<file path="src/rtl/core/forward_kinematics_chain_assert.svh">
// ----------------------------------------------------------------------------
// Assertion macros shared by the forward kinematics RTL.
// ----------------------------------------------------------------------------
`ifndef FORWARD_KINEMATICS_CHAIN_ASSERT_SVH
`define FORWARD_KINEMATICS_CHAIN_ASSERT_SVH

// The consequent must hold in the same cycle as the antecedent.
`define FKC_ASSERT_IMPL(lbl, clk, rst_n, ante, cons) \
    lbl: assert property (@(posedge clk) disable iff (!(rst_n)) (ante) |-> (cons)) \
        else $error("fkc assertion failed");

// The consequent must hold in the cycle after the antecedent.
`define FKC_ASSERT_NEXT(lbl, clk, rst_n, ante, cons) \
    lbl: assert property (@(posedge clk) disable iff (!(rst_n)) (ante) |=> (cons)) \
        else $error("fkc assertion failed");

`endif

</file>
<file path="src/rtl/core/fkc_pkg.sv">
`timescale 1ns / 1ps
// ============================================================================
// fkc_pkg
// Types, constants and fixed-point helpers of the forward kinematics chain.
// ============================================================================
package fkc_pkg;

    localparam int DATA_W = 32;
    localparam int ACC_W  = 66;
    localparam int TRN_W  = 48;
    localparam int CRD_W  = 34;
    localparam int CORDIC_STEPS = 23;

    // Angles in Q16.16 degrees, widened to the CORDIC word.
    localparam logic signed [CRD_W-1:0] C_DEG360   = 34'sd23592960;
    localparam logic signed [CRD_W-1:0] C_DEG180   = 34'sd11796480;
    localparam logic signed [CRD_W-1:0] C_DEG90    = 34'sd5898240;
    // 128 turns lift any 32-bit angle to a positive value.
    localparam logic signed [CRD_W-1:0] C_ANG_BIAS = 34'sd3019898880;
    localparam logic signed [CRD_W-1:0] C_CORDIC_K = 34'sd652032874;
    localparam logic signed [CRD_W-1:0] C_ONE_CRD  = 34'sd1073741824;

    localparam logic signed [DATA_W-1:0] C_ONE_Q30 = 32'sd1073741824;
    localparam logic signed [DATA_W-1:0] C_ZERO    = 32'sd0;

    localparam logic signed [ACC_W-1:0] C_HALF_Q30 = 66'sd536870912;
    localparam logic signed [ACC_W-1:0] C_MAX32    = 66'sd2147483647;
    localparam logic signed [ACC_W-1:0] C_MIN32    = -66'sd2147483648;
    localparam logic signed [ACC_W-1:0] C_MAX48    = 66'sd140737488355327;
    localparam logic signed [ACC_W-1:0] C_MIN48    = -66'sd140737488355328;

    typedef struct packed {
        logic load;   // accumulator takes the initial value
        logic mul;    // product register takes a * b
        logic add;    // accumulator adds the product
        logic rnd;    // product is rounded at bit 30 before the add
    } t_mac_ctrl;

    // Arctangent of 2^-i in Q16.16 degrees.
    function automatic logic signed [CRD_W-1:0] atan_deg(input logic [4:0] idx);
        logic signed [CRD_W-1:0] v;
        case (idx)
            5'd0:  v = 34'sd2949120;
            5'd1:  v = 34'sd1740967;
            5'd2:  v = 34'sd919879;
            5'd3:  v = 34'sd466945;
            5'd4:  v = 34'sd234379;
            5'd5:  v = 34'sd117304;
            5'd6:  v = 34'sd58666;
            5'd7:  v = 34'sd29335;
            5'd8:  v = 34'sd14668;
            5'd9:  v = 34'sd7334;
            5'd10: v = 34'sd3667;
            5'd11: v = 34'sd1833;
            5'd12: v = 34'sd917;
            5'd13: v = 34'sd458;
            5'd14: v = 34'sd229;
            5'd15: v = 34'sd115;
            5'd16: v = 34'sd57;
            5'd17: v = 34'sd29;
            5'd18: v = 34'sd14;
            5'd19: v = 34'sd7;
            5'd20: v = 34'sd4;
            5'd21: v = 34'sd2;
            5'd22: v = 34'sd1;
            default: v = 34'sd0;
        endcase
        return v;
    endfunction

    // Round half up at bit 30 and saturate to 32 bits.
    function automatic logic signed [DATA_W-1:0] sat_q30(input logic signed [ACC_W-1:0] a);
        logic signed [ACC_W-1:0] s;
        logic signed [DATA_W-1:0] r;
        s = (a + C_HALF_Q30) >>> 30;
        if (s > C_MAX32) begin
            r = 32'sh7FFFFFFF;
        end else if (s < C_MIN32) begin
            r = 32'sh80000000;
        end else begin
            r = s[DATA_W-1:0];
        end
        return r;
    endfunction

    function automatic logic signed [TRN_W-1:0] sat48(input logic signed [ACC_W-1:0] a);
        logic signed [TRN_W-1:0] r;
        if (a > C_MAX48) begin
            r = C_MAX48[TRN_W-1:0];
        end else if (a < C_MIN48) begin
            r = C_MIN48[TRN_W-1:0];
        end else begin
            r = a[TRN_W-1:0];
        end
        return r;
    endfunction

    function automatic logic signed [DATA_W-1:0] sat32_48(input logic signed [TRN_W-1:0] t);
        logic signed [DATA_W-1:0] r;
        if (t > 48'sh00007FFFFFFF) begin
            r = 32'sh7FFFFFFF;
        end else if (t < -48'sh000080000000) begin
            r = 32'sh80000000;
        end else begin
            r = t[DATA_W-1:0];
        end
        return r;
    endfunction

    // Row-major index of a 3x3 entry.
    function automatic logic [3:0] idx3(input logic [1:0] row, input logic [1:0] col);
        return ({2'b00, row} << 1) + {2'b00, row} + {2'b00, col};
    endfunction

endpackage

</file>
<file path="src/rtl/core/fkc_mac.sv">
`timescale 1ns / 1ps
// ============================================================================
// fkc_mac
// Shared 32x32 signed multiplier with a registered product and a wide accumulator.
// ============================================================================
module fkc_mac (
    input  logic                              i_clk,
    input  fkc_pkg::t_mac_ctrl                i_ctrl,
    input  logic signed [fkc_pkg::DATA_W-1:0] i_a,
    input  logic signed [fkc_pkg::DATA_W-1:0] i_b,
    input  logic signed [fkc_pkg::ACC_W-1:0]  i_init,
    output logic signed [fkc_pkg::ACC_W-1:0]  o_acc
);
    import fkc_pkg::*;

    logic signed [2*DATA_W-1:0] r_prod;
    logic signed [ACC_W-1:0]    r_acc;
    logic signed [ACC_W-1:0]    w_prod_ext, w_prod_rnd;

    assign w_prod_ext = {{(ACC_W - 2*DATA_W){r_prod[2*DATA_W-1]}}, r_prod};
    // Round half up at bit 30, floor shift.
    assign w_prod_rnd = (w_prod_ext + C_HALF_Q30) >>> 30;

    always_ff @(posedge i_clk) begin
        if (i_ctrl.mul) begin
            r_prod <= i_a * i_b;
        end
        if (i_ctrl.load) begin
            r_acc <= i_init;
        end else if (i_ctrl.add) begin
            r_acc <= r_acc + (i_ctrl.rnd ? w_prod_rnd : w_prod_ext);
        end
    end

    assign o_acc = r_acc;

endmodule

</file>
<file path="config.mk">
export PLATFORM = sky130hd
export DESIGN_NAME = fkc_mac
export DESIGN_NICKNAME = d
export VERILOG_FILES = /design/src/rtl/core/forward_kinematics_chain_assert.svh /design/src/rtl/core/fkc_pkg.sv /design/src/rtl/core/fkc_mac.sv
export SDC_FILE = /design/constraint.sdc
export NUM_CORES = 2
export LEC_CHECK = 0
export BUFFER_PORTS_ARGS = -buffer_cell sky130_fd_sc_hd__buf_4
export CORE_UTILIZATION = 45
export CTS_BUF_LIST = sky130_fd_sc_hd__clkbuf_2
export DETAILED_ROUTE_END_ITERATION = 8
export PLACE_DENSITY = 0.58
export RECOVER_POWER = 25
export REMOVE_ABC_BUFFERS = 1
export SYNTH_ARGS = -nofsm -noshare
export SYNTH_HDL_FRONTEND = slang
export SYNTH_SLANG_ARGS = --single-unit
</file>
<file path="constraint.sdc">
create_clock -name i_clk -period 21.5 [get_ports i_clk]
set_clock_uncertainty 0.05 [all_clocks]
set_input_delay 1.075 -clock i_clk [delete_from_list [all_inputs] [get_ports i_clk]]
set_output_delay 1.075 -clock i_clk [all_outputs]
set_load 0.1 [all_outputs]
</file>
* Word level (Yosys, flattened, before mapping)
Index checks and enable logic that the tools add are counted.
** Cells by class
- Mux-type cells :: 3
- Add/sub/neg operators :: 2
- Multipliers :: 1
- Reductions and logical operators :: 1
** Operators with widths (count)
- two-way mux 66 bit :: 3
- adder 66 bit :: 1
- adder 64 x 31 -> 65 bit (second input constant) :: 1
- multiplier 32 x 32 -> 64 bit :: 1
- nonzero test 2 bit :: 1
** Storage, ports and cells
- Output and inout bits :: 66
- Flip-flop bits (word level) :: 130
- Word-level logic and storage cells :: 9

* Logic depth before layout (Yosys ltp)
- Word-level depth :: 5
- Gate-level depth with buffers :: 28

* Worst setup path before layout
No wires, ideal clock.
- Path kind :: input port to flip-flop
- Start :: input port i_b[2] (netlist bit)
- End :: register r_prod[63], data pin
- Cell stages on the path :: 25
- Path slack :: 12.902 ns
- Library setup time :: 0.263 ns
- Arrival :: 8.285 ns
- Buffers on the path :: 1
- Data required time :: 21.187 ns
- Path through :: clkbuf_1 -> nand2_1 -> inv_1 -> fa_1 -> fa_1 -> fa_1 -> fa_1 -> inv_1 -> fa_1 -> inv_1 -> fa_1 -> inv_1 -> fa_1 -> fa_1 -> inv_1 -> ha_1 -> a21oi_1 -> nor2_1 -> o21a_1 -> nor2_1 -> o21ai_0 -> a221o_1 -> and3_1 -> a211oi_1 -> nand3_1
** Between the ends
- Cells in the longest elaborated chain, start to end :: 1
** RTL lines
- start, declared :: RTL line fkc_mac.sv:10 : input logic signed [fkc_pkg::DATA_W-1:0] i_b,
- multiplier 32 x 32 -> 64 bit :: RTL line fkc_mac.sv:26 : r_prod <= i_a * i_b;
- end signal, assigned :: RTL line fkc_mac.sv:26
- end, declared :: RTL line fkc_mac.sv:16 : logic signed [2*DATA_W-1:0] r_prod;
No other way between the ends.
A chain may end at the register's enable or synchronous reset.

* Worst setup path after layout
- Start :: input port i_a[0] (netlist bit)
- End :: register r_prod[62], data pin
** Between the ends
- Cells in the longest elaborated chain, start to end :: 1
** RTL lines
- start, declared :: RTL line fkc_mac.sv:9 : input logic signed [fkc_pkg::DATA_W-1:0] i_a,
- multiplier 32 x 32 -> 64 bit :: RTL line fkc_mac.sv:26
No other way between the ends.

==> summary.md <==
| Metric | Value |
|---|---|
| Placed Instance Area | `48000 µm²` |
| Cts hold-fix bufs | `0` |
| # rows | `roughly 120` |
| Actual slew at the worst max-slew pin | `3840 ps` |
| Warnings, synthesis | `0` |
| Initial Util | `around 46%` |
| IO buf count | `200` |
| Final hold violations | `0` |
| Die Ht | `321 µm` |
| Drt initial violations | `2128` |
| Part of the cycle the worst path needs | `40.6%` |
| Routability congestion estimate | `~0.92` |
| Postcts setup bufs | `0` |
| MaxCap Viol Count | `5` |
| Top sig layer | `met4` |
| Slew Viols, Final | `298` |
| FF+latch count, synth | `130` |
| Multi-input gate area | `37200 µm²` |
| Crit path capture | `r_prod[62]` |
| EDFF count, synth | `130` |
| CORE AREA | `100000 µm²` |
| Drt total wl | `around 130000 µm` |
| Number of fillers in the final layout | `9792` |
| Total negative setup slack | `0 ps` |
| Register area | `just under 4000 µm²` |
| Synth area leader | `fa_1` |
| Number of global-route vias before repair | `~36k` |
| Avg Synthesized Cell Area | `between 9 and 10 µm²` |
| Final nets | `about 6.3k` |
| Hpwl dp | `a little over 100000 µm` |
| Commonest non-fill, non-tap cells in the layout | `fa_1 (1083), inv_1 (988), nand2_1 (634)` |
| Die width | `321 µm` |
| Via count | `approximately 33k` |
| IO Pins | `201` |
| Worst path arrival time | `9220 ps` |
| Clock Tree Root | `clkbuf_2` |
| Resized Gates After CTS | `0` |
| Wire per inst | `between 20 and 25 µm` |
| WL met2 | `~62000 µm` |
| Yosys top cell area share | `47.4%` |
| Area contributors post-synth | `fa_1 (47%), edfxtp_1 (8.5%), inv_1 (8.1%), and2_1 (7.2%), ha_1 (6.8%)` |
| Die area | `about 100000 µm²` |
| Synthesized area | `between 40000 and 50000 µm²` |
| Worst Setup End Kind | `flip-flop` |
| Ratio of cells with drive above 1 in the final layout | `~5.4%` |
| Min Clock Period, post-route | `~8700 ps` |
| Primary FF master, synth | `edfxtp_1` |
| Worst reg2reg path depth | `19` |
| Setup Crit Path Kind | `input pin to flip-flop` |
| Max Fclk | `between 100 and 150 MHz` |
| CTS Sinks | `between 100 and 150` |
| Worst hold path type | `input pin to flip-flop` |
| Seq/Total Area, Yosys | `about 8.5%` |
| Worst EP required | `around 22000 ps` |
| CP Max Fanout | `32` |
| WL met1 | `approximately 60000 µm` |
| Worst skew pair latency | `between 700 and 800 ps` |
| Cell variety after synth | `75` |
| First-pass GRT wire length | `~210000 µm` |
| Routed wl met3 | `between 6000 and 7000 µm` |
| Final Cell Area | `about 48000 µm²` |
| Worst flop-to-flop path startpoint | `r_prod[46]` |
| Slew Limit Headroom | `-156%` |
| Final antenna-violating net count | `0` |
| Maximum level of the CTS H-tree | `4` |
| Commonest non-fill, non-tap cell in the layout | `fa_1` |
| RSZ-0062 raised after global routing | `no` |
| CTS tree | `done` |
| GRT Util Overall | `a little over a quarter` |
| CP startpoint kind | `input pin` |
| Synthesis-to-layout area growth | `5.52%` |
| GRT overflow | `0` |
| RR Endpoint | `o_acc[57]` |
| Final setup viols | `0` |
| Number of CTS-inserted buffers | `17` |
| Initial antenna violation count | `4` |
| DRC Markers | `0` |
| Post-Synthesis Cells | `about 4.9k` |
| Failing checks | `max-capacitance violations, max-slew violations` |
| CTS max path bufs | `2` |
| Via density | `about 5.3` |
| Status | `finished with violations` |
| Largest net degree at the start of global routing | `78` |
| Synth async-reset ratio | `0%` |
| Reg-to-reg setup timing slack | `~16000 ps` |
| Drt pass-1 iters | `5` |
| Critical Path Start | `i_a[0]` |
| Clock transition at path regs | `approximately 250 ps` |
## registers in the layout, summed over array words and instances, names as in the netlist
register and cells:
o_acc 66, r_prod 64
## cell type report
class | instances | share of cell area (%)
repair buffers | 205 | 3.15
clock buffers | 17 | 0.176
well taps | 1357 | 3.52
clock inverters | 15 | 0.353
inverters | 988 | 7.69
diodes | 4 | 0.0207
flip-flops and latches | 130 | 8.09
multi-input cells | 3532 | 77.0
## worst min path at each step
| stage | start | end | slack (ps) | depth (start not counted) |
|---|---|---|---|---|
| after floorplan | r_prod[0] | o_acc[0] | 710 | 3 |
| after global placement | o_acc[0] | o_acc[0] | 640 | 2 |
| after detailed placement | o_acc[0] | o_acc[0] | 680 | 2 |
| after CTS | i_init[2] | o_acc[2] | 430 | 3 |
| after global routing | i_init[2] | o_acc[2] | 440 | 3 |
| final | i_init[2] | o_acc[2] | 500 | 3 |
## worst max-delay path: stages
cell and delay, ps:
clkbuf_1 1280, nand2b_1 250, fa_1 440, fa_1 510, inv_1 60, fa_1 460
fa_1 400, fa_1 430, fa_1 430, fa_1 570, inv_1 70, fa_1 520
inv_1 50, ha_1 400, and2_1 180, nand3_1 110, or3_1 410, a211oi_1 360
o21ai_0 190, a21oi_1 530, nand3_1 180, a21oi_1 200, xor2_1 90
## per-layer routing
| layer | GRT usage, % | vias up |
|---|---|---|
| li1 | - | 14757 |
| met1 | 37.7 | 17330 |
| met2 | 44.2 | 883 |
| met3 | 2.73 | 81 |
| met4 | 3.09 | 0 |
| met5 | 0 | - |
## cell families after synthesis
| group | Yosys count | synth area share, % |
|---|---|---|
| flops | 130 | 8.54 |
| mux | 9 | 0.216 |
| simple gates | 1492 | 16.2 |
| buf+inv | 1244 | 10.2 |
| fa+ha+maj | 1333 | 54.3 |
| compound gates | 537 | 7.45 |
| xor+xnor | 161 | 3.08 |
## metrics by stage
| stage | setup slack [ps] | hold slack (ps) | std cells | util, % |
|---|---|---|---|---|
| floorplan | 13130 | 706 | 4650 | - |
| global placement | 12060 | 637 | 6212 | 47.8 |
| detailed placement | 11940 | 679 | 6212 | 47.8 |
| CTS | 12850 | 428 | 6244 | 48.1 |
| global route | 12290 | 442 | 6247 | 48.0 |
| finish | 12760 | 502 | 6248 | 48.0 |
## cell usage after synthesis (5+ instances only)
master / n
xnor2_1: 94
ha_1: 250
a21boi_0: 5
nor3_1: 22
nor2b_1: 36
nand2b_1: 19
o21ai_0: 122
fa_1: 1083
edfxtp_1: 130
nand3_1: 40
a31o_2: 6
or2_2: 5
o211ai_1: 9
o21bai_1: 21
or3_1: 12
nor3b_1: 6
and4_1: 8
a21o_1: 67
a21oi_1: 165
o21a_1: 45
inv_1: 988
o31ai_1: 5
a31oi_1: 12
and3_1: 14
and2_1: 526
a41oi_1: 5
clkbuf_1: 250
nand4_1: 34
a211oi_1: 17
nor2_1: 124
mux2_2: 7
xor2_1: 67
nand2_1: 634
Power is not shown: default switching activity piles up to over one toggle a cycle in this logic, so the estimate is an artifact.
