--- config.mk ---
export PLATFORM = sky130hd
export DESIGN_NAME = fkc_cordic
export DESIGN_NICKNAME = d
export VERILOG_FILES = /design/src/rtl/core/fkc_pkg.sv /design/src/rtl/core/fkc_cordic.sv
export VERILOG_INCLUDE_DIRS = /design/src /design/src/rtl/core
export SDC_FILE = /design/constraint.sdc
export NUM_CORES = 1
export LEC_CHECK = 0
export ABC_CLOCK_PERIOD_IN_PS = 8600
export BUFFER_PORTS_ARGS = -buffer_cell sky130_fd_sc_hd__buf_2
export CAP_MARGIN = 30
export CORE_MARGIN = 2
export CORE_UTILIZATION = 27
export DETAILED_ROUTE_END_ITERATION = 16
export GPL_TIMING_DRIVEN = 0
export SLEW_MARGIN = 5
export SYNTH_ARGS = -nofsm -noshare
export SYNTH_HDL_FRONTEND = slang
export SYNTH_SLANG_ARGS = --single-unit
--- constraint.sdc ---
create_clock -name i_clk -period 8.6 [get_ports i_clk]
set_input_delay 1.72 -clock i_clk [delete_from_list [all_inputs] [get_ports i_clk]]
set_output_delay 1.72 -clock i_clk [all_outputs]
set_load 0.03 [all_outputs]
--- src/rtl/core/forward_kinematics_chain_assert.svh ---
// ----------------------------------------------------------------------------
// Assertion macros shared by the forward kinematics RTL.
// ----------------------------------------------------------------------------
`ifndef FORWARD_KINEMATICS_CHAIN_ASSERT_SVH
`define FORWARD_KINEMATICS_CHAIN_ASSERT_SVH

// The consequent must hold in the same cycle as the antecedent.
`define FKC_ASSERT_IMPL(lbl, clk, rst_n, ante, cons) \
    lbl: assert property (@(posedge clk) disable iff (!(rst_n)) (ante) |-> (cons)) \
        else $error("fkc assertion failed");

// The consequent must hold in the cycle after the antecedent.
`define FKC_ASSERT_NEXT(lbl, clk, rst_n, ante, cons) \
    lbl: assert property (@(posedge clk) disable iff (!(rst_n)) (ante) |=> (cons)) \
        else $error("fkc assertion failed");

`endif

--- src/rtl/core/fkc_pkg.sv ---
`timescale 1ns / 1ps
// ============================================================================
// fkc_pkg
// Types, constants and fixed-point helpers of the forward kinematics chain.
// ============================================================================
package fkc_pkg;

    localparam int DATA_W = 32;
    localparam int ACC_W  = 66;
    localparam int TRN_W  = 48;
    localparam int CRD_W  = 34;
    localparam int CORDIC_STEPS = 23;

    // Angles in Q16.16 degrees, widened to the CORDIC word.
    localparam logic signed [CRD_W-1:0] C_DEG360   = 34'sd23592960;
    localparam logic signed [CRD_W-1:0] C_DEG180   = 34'sd11796480;
    localparam logic signed [CRD_W-1:0] C_DEG90    = 34'sd5898240;
    // 128 turns lift any 32-bit angle to a positive value.
    localparam logic signed [CRD_W-1:0] C_ANG_BIAS = 34'sd3019898880;
    localparam logic signed [CRD_W-1:0] C_CORDIC_K = 34'sd652032874;
    localparam logic signed [CRD_W-1:0] C_ONE_CRD  = 34'sd1073741824;

    localparam logic signed [DATA_W-1:0] C_ONE_Q30 = 32'sd1073741824;
    localparam logic signed [DATA_W-1:0] C_ZERO    = 32'sd0;

    localparam logic signed [ACC_W-1:0] C_HALF_Q30 = 66'sd536870912;
    localparam logic signed [ACC_W-1:0] C_MAX32    = 66'sd2147483647;
    localparam logic signed [ACC_W-1:0] C_MIN32    = -66'sd2147483648;
    localparam logic signed [ACC_W-1:0] C_MAX48    = 66'sd140737488355327;
    localparam logic signed [ACC_W-1:0] C_MIN48    = -66'sd140737488355328;

    typedef struct packed {
        logic load;   // accumulator takes the initial value
        logic mul;    // product register takes a * b
        logic add;    // accumulator adds the product
        logic rnd;    // product is rounded at bit 30 before the add
    } t_mac_ctrl;

    // Arctangent of 2^-i in Q16.16 degrees.
    function automatic logic signed [CRD_W-1:0] atan_deg(input logic [4:0] idx);
        logic signed [CRD_W-1:0] v;
        case (idx)
            5'd0:  v = 34'sd2949120;
            5'd1:  v = 34'sd1740967;
            5'd2:  v = 34'sd919879;
            5'd3:  v = 34'sd466945;
            5'd4:  v = 34'sd234379;
            5'd5:  v = 34'sd117304;
            5'd6:  v = 34'sd58666;
            5'd7:  v = 34'sd29335;
            5'd8:  v = 34'sd14668;
            5'd9:  v = 34'sd7334;
            5'd10: v = 34'sd3667;
            5'd11: v = 34'sd1833;
            5'd12: v = 34'sd917;
            5'd13: v = 34'sd458;
            5'd14: v = 34'sd229;
            5'd15: v = 34'sd115;
            5'd16: v = 34'sd57;
            5'd17: v = 34'sd29;
            5'd18: v = 34'sd14;
            5'd19: v = 34'sd7;
            5'd20: v = 34'sd4;
            5'd21: v = 34'sd2;
            5'd22: v = 34'sd1;
            default: v = 34'sd0;
        endcase
        return v;
    endfunction

    // Round half up at bit 30 and saturate to 32 bits.
    function automatic logic signed [DATA_W-1:0] sat_q30(input logic signed [ACC_W-1:0] a);
        logic signed [ACC_W-1:0] s;
        logic signed [DATA_W-1:0] r;
        s = (a + C_HALF_Q30) >>> 30;
        if (s > C_MAX32) begin
            r = 32'sh7FFFFFFF;
        end else if (s < C_MIN32) begin
            r = 32'sh80000000;
        end else begin
            r = s[DATA_W-1:0];
        end
        return r;
    endfunction

    function automatic logic signed [TRN_W-1:0] sat48(input logic signed [ACC_W-1:0] a);
        logic signed [TRN_W-1:0] r;
        if (a > C_MAX48) begin
            r = C_MAX48[TRN_W-1:0];
        end else if (a < C_MIN48) begin
            r = C_MIN48[TRN_W-1:0];
        end else begin
            r = a[TRN_W-1:0];
        end
        return r;
    endfunction

    function automatic logic signed [DATA_W-1:0] sat32_48(input logic signed [TRN_W-1:0] t);
        logic signed [DATA_W-1:0] r;
        if (t > 48'sh00007FFFFFFF) begin
            r = 32'sh7FFFFFFF;
        end else if (t < -48'sh000080000000) begin
            r = 32'sh80000000;
        end else begin
            r = t[DATA_W-1:0];
        end
        return r;
    endfunction

    // Row-major index of a 3x3 entry.
    function automatic logic [3:0] idx3(input logic [1:0] row, input logic [1:0] col);
        return ({2'b00, row} << 1) + {2'b00, row} + {2'b00, col};
    endfunction

endpackage

--- src/rtl/core/fkc_cordic.sv ---
`timescale 1ns / 1ps
`include "forward_kinematics_chain_assert.svh"
// ============================================================================
// fkc_cordic
// Iterative sine/cosine of an angle in Q16.16 degrees, Q2.30 results.
// ============================================================================
module fkc_cordic (
    input  logic               i_clk,
    input  logic               i_rst_n,
    input  logic               i_start,
    input  logic signed [31:0] i_angle,
    output logic               o_done,
    output logic signed [31:0] o_sin,
    output logic signed [31:0] o_cos
);
    import fkc_pkg::*;

    typedef enum logic [4:0] {
        C_IDLE = 5'b00001,
        C_MOD  = 5'b00010,
        C_FOLD = 5'b00100,
        C_ITER = 5'b01000,
        C_DONE = 5'b10000
    } t_cstate;

    t_cstate                 r_state, n_state;
    logic signed [CRD_W-1:0] r_z, r_x, r_y;
    logic [4:0]              r_cnt;
    logic                    r_neg;

    logic signed [CRD_W-1:0] w_mod_sub, w_wrap, w_fold, w_dx, w_dy, w_at;
    logic                    w_neg;

    function automatic logic signed [31:0] clamp_q30(input logic signed [CRD_W-1:0] v);
        logic signed [31:0] r;
        if (v > C_ONE_CRD) begin
            r = C_ONE_Q30;
        end else if (v < -C_ONE_CRD) begin
            r = -C_ONE_Q30;
        end else begin
            r = v[31:0];
        end
        return r;
    endfunction

    // Restoring reduction: subtract 360 degrees times 2^cnt while it fits.
    assign w_mod_sub = C_DEG360 <<< r_cnt[2:0];

    always_comb begin
        w_wrap = (r_z > C_DEG180) ? (r_z - C_DEG360) : r_z;
        w_fold = w_wrap;
        w_neg  = 1'b0;
        if (w_wrap > C_DEG90) begin
            w_fold = w_wrap - C_DEG180;
            w_neg  = 1'b1;
        end else if (w_wrap < -C_DEG90) begin
            w_fold = w_wrap + C_DEG180;
            w_neg  = 1'b1;
        end
    end

    assign w_dx = r_y >>> r_cnt;
    assign w_dy = r_x >>> r_cnt;
    assign w_at = atan_deg(r_cnt);

    always_comb begin
        n_state = r_state;
        unique case (r_state)
            C_IDLE: if (i_start) n_state = C_MOD;
            C_MOD:  if (r_cnt == 5'd0) n_state = C_FOLD;
            C_FOLD: n_state = C_ITER;
            C_ITER: if (r_cnt == 5'(CORDIC_STEPS - 1)) n_state = C_DONE;
            C_DONE: n_state = C_IDLE;
            default: n_state = C_IDLE;
        endcase
    end

    always_ff @(posedge i_clk) begin
        if (!i_rst_n) begin
            r_state <= C_IDLE;
        end else begin
            r_state <= n_state;
        end
    end

    always_ff @(posedge i_clk) begin
        case (r_state)
            C_IDLE: begin
                r_z   <= {{(CRD_W - 32){i_angle[31]}}, i_angle} + C_ANG_BIAS;
                r_cnt <= 5'd7;
            end
            C_MOD: begin
                if (r_z >= w_mod_sub) begin
                    r_z <= r_z - w_mod_sub;
                end
                r_cnt <= r_cnt - 5'd1;
            end
            C_FOLD: begin
                r_z   <= w_fold;
                r_neg <= w_neg;
                r_x   <= C_CORDIC_K;
                r_y   <= '0;
                r_cnt <= 5'd0;
            end
            C_ITER: begin
                if (!r_z[CRD_W-1]) begin
                    r_x <= r_x - w_dx;
                    r_y <= r_y + w_dy;
                    r_z <= r_z - w_at;
                end else begin
                    r_x <= r_x + w_dx;
                    r_y <= r_y - w_dy;
                    r_z <= r_z + w_at;
                end
                r_cnt <= r_cnt + 5'd1;
            end
            default: begin
            end
        endcase
    end

    assign o_done = (r_state == C_DONE);
    assign o_cos  = clamp_q30(r_neg ? -r_x : r_x);
    assign o_sin  = clamp_q30(r_neg ? -r_y : r_y);

    `FKC_ASSERT_IMPL(a_iter_count, i_clk, i_rst_n, r_state == C_ITER, r_cnt <= 5'(CORDIC_STEPS - 1))
    `FKC_ASSERT_NEXT(a_done_pulse, i_clk, i_rst_n, o_done, !o_done)

endmodule

======== After elaboration in Yosys (flattened, before gate mapping) ========
Memories as Yosys holds them, arrays and structs flattened. A register that Yosys moved wholly into a read port is not among the register bits.
Cells that the tools add are included.
word-level totals
  flip-flop bits (word level) ............. 113
  bits in latches ......................... 0
  RAM bits ................................ 0
  bits in read-only memories .............. 704
  output and inout port bits .............. 65
  word-level logic and storage cells ...... 71
  memories ................................ 1
cells by class
  $add $sub $neg .......................... 15
  multiply operators ...................... 0
  div/mod/pow operators ................... 0
  magnitude comparators ................... 8
  equal/unequal tests ..................... 10
  shift operators ......................... 3
  mux-type cells .......................... 23
  bitwise logic cells ..................... 0
  reduce and logical (&&, ||, !) cells .... 5
memories
  memory           words  bits a word  read ports  clocked after memory_dff  write ports  line           source
  (no name shown)  32     22           1           1                         0            fkc_pkg.sv:42  case (idx)
operators with widths
  operator                                                                 count
  34-bit 2-to-1 mux                                                        9
  34-bit case mux with 2 select lines                                      2
  34-bit case mux with 4 select lines                                      1
  34-bit subtractor                                                        4
  32-bit 2-to-1 mux                                                        4
  34-bit adder                                                             3
  34-bit by 32-bit > comparator with 1-bit output (second input constant)  2
  34-bit by 31-bit < comparator with 1-bit output (second input constant)  2
  34-bit negator                                                           2
  34-bit by 5-bit >>> shifter with 34-bit output                           2
  5-bit case mux with 4 select lines                                       2
  32-bit by 33-bit adder with 34-bit output (second input constant)        1
  34-bit by 25-bit adder with 34-bit output (second input constant)        1
  34-bit >= comparator                                                     1
  34-bit by 24-bit > comparator with 1-bit output (second input constant)  1
  34-bit by 25-bit > comparator with 1-bit output (second input constant)  1
  34-bit by 24-bit < comparator with 1-bit output (second input constant)  1
  26-bit by 3-bit <<< shifter with 34-bit output (first input constant)    1
  34-bit by 25-bit subtractor with 34-bit output (second input constant)   1
  34-bit by 26-bit subtractor with 34-bit output (second input constant)   1
  5-bit 2-to-1 mux                                                         4
  5-bit == test (second input constant)                                    2
  2-bit inequality test (second input constant)                            4
  5-bit by 1-bit adder with 5-bit output (second input constant)           1
  11 further kinds                                                         11

======== Longest topological paths before layout ========
  depth after elaboration ................. 6
  depth in mapped cells ................... 28

======== Worst setup path after synthesis ========
No wires, ideal clock.
  path type ............................... reg2reg
  start ................................... register r_cnt[2]
  end ..................................... register r_x[33], data pin
  arrival time ............................ 6.055 ns
  required time ........................... 8.452 ns
  slack ................................... 2.397 ns
  cell stages (with the launch flop) ...... 29
  path buffers ............................ 7
  clock period less this slack ............ 6.203 ns
  cells stage by stage .................... edfxtp_1 clkbuf_1 clkbuf_1 buf_1 clkbuf_1 clkbuf_1 clkbuf_1 buf_1 nand2_1 o21ai_0 o21a_1 ha_1 inv_1 a211oi_1 nor3b_1 nand2_1 nor2_1 mux2i_1 o21ai_0 ha_1 a21o_1 a21oi_1 a21boi_0 o22ai_1 o31ai_1 o21ai_0 and2_1 or3_1 mux2i_1
between the ends
  longest elaborated chain between the ends .. 4
  elaborated cells between the ends (all ways) .. 5
  classes of those cells .................. 2 x add/sub; 1 x shift; 2 x mux
RTL lines
  what                                                line                                  source
  start: declaration                                  fkc_cordic.sv:28                      logic [4:0] r_cnt;
  start signal: assignment                            fkc_cordic.sv:96                      r_cnt <= r_cnt - 5'd1;
  start signal: assignment                            fkc_cordic.sv:115                     r_cnt <= r_cnt + 5'd1;
  34-bit by 5-bit >>> shifter with 34-bit output (*)  fkc_cordic.sv:62                      assign w_dx = r_y >>> r_cnt;
  34-bit subtractor or 34-bit adder (tied branches)   fkc_cordic.sv:107, fkc_cordic.sv:111
  34-bit 2-to-1 mux (*)                               fkc_cordic.sv:106                     if (!r_z[CRD_W-1]) begin
  34-bit case mux with 2 select lines (*)             fkc_cordic.sv:87                      case (r_state)
  end signal: assignment                              fkc_cordic.sv:107                     r_x <= r_x - w_dx;
  end signal: assignment                              fkc_cordic.sv:111                     r_x <= r_x + w_dx;
  end: declaration                                    fkc_cordic.sv:27                      logic signed [CRD_W-1:0] r_z, r_x, r_y;
Every way passes the cells marked *; elsewhere a longest branch is shown, timed or not.
A chain may end at the register's enable or synchronous reset.

======== Final worst setup path ========
  start ................................... register r_cnt[4]
  end ..................................... register r_x[33], data pin
Same word-level chain as after synthesis.

==> metrics.txt <==
drc violations=0; die area=83900 um2; # IOs=100; Setup crit end kind=flip-flop; share of the synthesized area in the top cell type=0.147; die height=between 200 and 300 um; Initial Util=0.273; Setup Skew=about 0.027 ns; Fillers=between 8000 and 9000; simple-gate share of the synthesized area=0.211; leakage=a little under 10 nW; clock buffer depth=2; synth top area cells=edfxtp_1, mux4_2, ha_1; period utilisation layout=0.964; gr usage total=0.223; Die Span X=about 290 um; Yosys cell types=95; final setup fails=0; core area=80700 um2; Flop pwr share=0.178; post-DR wirelength/cell=between 20 and 25 um; ratio of cells with drive above 1 in the final layout=0.118; max-slew violation count=0; Net Switching=2.53 mW; Core Rows=around 100; PortBufs=99; ys async rst share=0; largest family of logic cells by synthesized area=compound AO/OA/AOI/OAI gates; Max-Cap Viols=0; clock share of power=0.161; Yosys reg bits=135; vias per cell=~5.9; RSZ-0062 raised after global routing=no; first-pass GRT wire length=141000 um; ANT cells=0; Mapped Area=22000 um2; Worst Tran Pin Value=between 1 and 1.5 ns; Worst setup SP type=flip-flop; Req. time, crit path=between 8 and 9 ns; crit path DAT=between 8 and 9 ns; Root Driver=clkbuf_16; worst setup margin=0.310 ns; VDD IR max=around 0.00016 V; combinational power share=0.661; status=complete, no violations; Multi-input gate area=~17000 um2; WS Path Type=flip-flop to flip-flop; DR vias=23500; clock-pin slew on the worst setup and hold paths=about 0.09 ns; post-synthesis compound-gate area fraction=0.238; clock tree from TritonCTS=yes; Int Pwr=2.47 mW; worst-path fanout max=10; largest net degree at the start of global routing=35; DR pass1 iterations=6; area grow syn2layout=11.9%; Rel. slew slack=0.245; TNS Setup=0 ns; Synthesis Warnings=0; CP cell instances=clkbuf_1 -> clkbuf_1 -> buf_1 -> clkbuf_1 -> clkbuf_1 -> o21a_1 -> ha_1 -> inv_1 -> a211oi_1 -> nor3b_2 -> nand2_1 -> nor2_1 -> mux2i_1 -> o21ai_0 -> ha_1 -> a21o_1 -> a21oi_1 -> a21boi_0 -> o22ai_1 -> o31ai_1 -> o21ai_0 -> and2_1 -> or3_1 -> mux2i_1; Synth Instances=approximately 2800; WL final=between 90000 and 100000 um; PwrDens=around 200 nW/um2; Post-CTS Hold Buffers=0; minimum clock period=about 8.3 ns; H-tree depth=4; GRT Residual Overflow=0; Worst-Skew Late Latency=around 0.52 ns; postcts setup bufs=0; Iteration-0 DRC Markers=roughly 2800; Pwr Total=5.00 mW; slowest stage delay, CP=0.80 ns; HP Class=flip-flop to flip-flop; RD Place Congestion=1.07; Synth Net Count=~2900; initial antenna violation count=6; top_reg_cell synth=edfxtp_1; Most Frequent Cell on Critical Path=clkbuf_1; DP HPWL=approximately 74000 um; dpl ws=-0.309 ns; multiplexer share of the synthesized area=0.145; EDFF count, synth=108; fin nets=between 3000 and 4000; post-synth top area cell=edfxtp_1; CP max stage cell=clkbuf_1; Synth Area in Adders=0.0820; vias in the first global route=21700; switching share of total power=0.506; Peak Freq=0.121 GHz; cts bufs inserted=17; Sink Count=135; register area=approximately 3800 um2; post-synthesis sequential area ratio=0.172; remaining antenna violation count=0; Avg Cell Area, Syn=7.97 um2; Synth Area in XOR/XNOR=0.103; final hold vios=0
## area by class of cell
| cell class | instances | area share |
|---|---|---|
| multi-input combinational | 2363 | 0.697 |
| sequential | 135 | 0.153 |
| tap | 1060 | 0.0538 |
| buffer | 195 | 0.0336 |
| timing repair buffer | 109 | 0.0261 |
| clock buffer | 18 | 0.0183 |
| inverter | 71 | 0.0108 |
| clock inverter | 14 | 0.00700 |
## state kept, by name, indices dropped and copies added (netlist names)
signal / count
r_z: 34
r_state: 5
w_at: 22
r_x: 34
r_neg: 1
r_y: 34
r_cnt: 5
## kinds of logic after synthesis
logic type	count (synthesis)
buf+inv	268
xor+xnor	258
mux	194
simple gates	971
compound gates	798
flops	135
fa+ha+maj	142
## cells in the final DEF (no fill, tap or decap), types with 31 or more instances in the layout
cell      netlist  routed
a22oi_1        31      31
a21oi_1       195     195
and3_1         31      31
nor2_1        329     328
nand2b_1       45      45
nand3_1        65      65
xor2_1        139     139
a31oi_1        36      36
inv_1          66      66
nor2b_1        31      31
o21a_1         34      34
a21o_1         50      50
mux2i_1        70      70
a211oi_1       37      37
ha_1          138     138
o31ai_1        41      41
xnor2_1       119     119
nand2_1       224     223
nor3_1         79      79
buf_2          32     131
edfxtp_1      108     108
or3_1          32      32
mux4_2         92      92
clkbuf_1      129     126
o21ai_0       161     161
## per-layer routing
metal,wire length [um],GRT usage
met5,57,0
met4,3980,0.0944
met3,8300,0.0494
met2,42900,0.351
met1,40100,0.293
## repair_timing
| action | 4_1_cts | 5_1_grt |
|---|---|---|
| gates cloned | 0 | 0 |
| setup endpoints to repair | 8 | 11 |
| resized for setup | 2 | 4 |
| endpoints found under the hold margin | 0 | 0 |
## cells in the mapped netlist, types with 11 or more instances
master    instances
xnor2_1         119
a211oi_1         37
o31a_1           12
a21o_1           50
dfxtp_1          27
buf_2            32
a31oi_1          36
inv_1            66
nand2_1         224
a21boi_0         11
o21a_1           34
buf_1            26
or2_2            16
o21bai_1         16
or4_1            13
nor3b_1          12
mux2_2           27
nor4_1           16
o211ai_1         27
clkbuf_1        129
or3_1            32
edfxtp_1        108
xor2_1          139
o21ai_0         161
mux4_2           92
and2_1           18
a32oi_1          17
a22oi_1          31
ha_1            138
nand2b_1         45
a21oi_1         195
nor2_1          329
nor3_1           79
nor2b_1          31
nand3_1          65
mux2i_1          70
and3_1           31
nand4_1          22
o31ai_1          41
o22ai_1          14
## metrics by stage
stage	instances	hold slack [ns]	utilization	cell area, um2
global route	3965	0.618	0.306	24700
global placement	3925	0.557	0.296	23900
detailed placement	3933	0.561	0.297	24000
finish	3965	0.585	0.306	24700
floorplan	2766	0.513	-	22000
CTS	3965	0.571	0.305	24600
## worst max-delay path, delay by kind of cell, from the launching register on
kind,cells,cell delay [ns]
buffers and inverters,6,3.06
adders and majority gates,2,0.49
muxes,2,0.32
and+or+nand+nor,5,1.25
DFF,1,0.52
AOI/OAI and AO/OA,9,2.46
## path summary, 6_finish.rpt
path                                         startpoint                 endpoint  slack, ns  depth (start not counted)
worst max register to register       r_cnt[4]$_DFFE_PN_    r_x[33]$_SDFFCE_PN0P_       0.31                         24
worst max-delay path                 r_cnt[4]$_DFFE_PN_    r_x[33]$_SDFFCE_PN0P_       0.31                         24
worst min-delay path            r_state[2]$_SDFFE_PN0P_  r_state[2]$_SDFFE_PN0P_       0.58                          2
worst min register to register  r_state[2]$_SDFFE_PN0P_  r_state[2]$_SDFFE_PN0P_       0.58                          2
## power groups by stage
stage | clock [mW] | sequential, mW | combinational, mW
after floorplan | 0 | 0.858 | 2.47
after global placement | 0 | 0.899 | 3.21
after detailed placement | 0 | 0.900 | 3.21
after CTS | 0.820 | 0.885 | 3.24
after global routing | 0.842 | 0.896 | 3.63
final | 0.806 | 0.888 | 3.31
(Power assumes the default switching activity.)
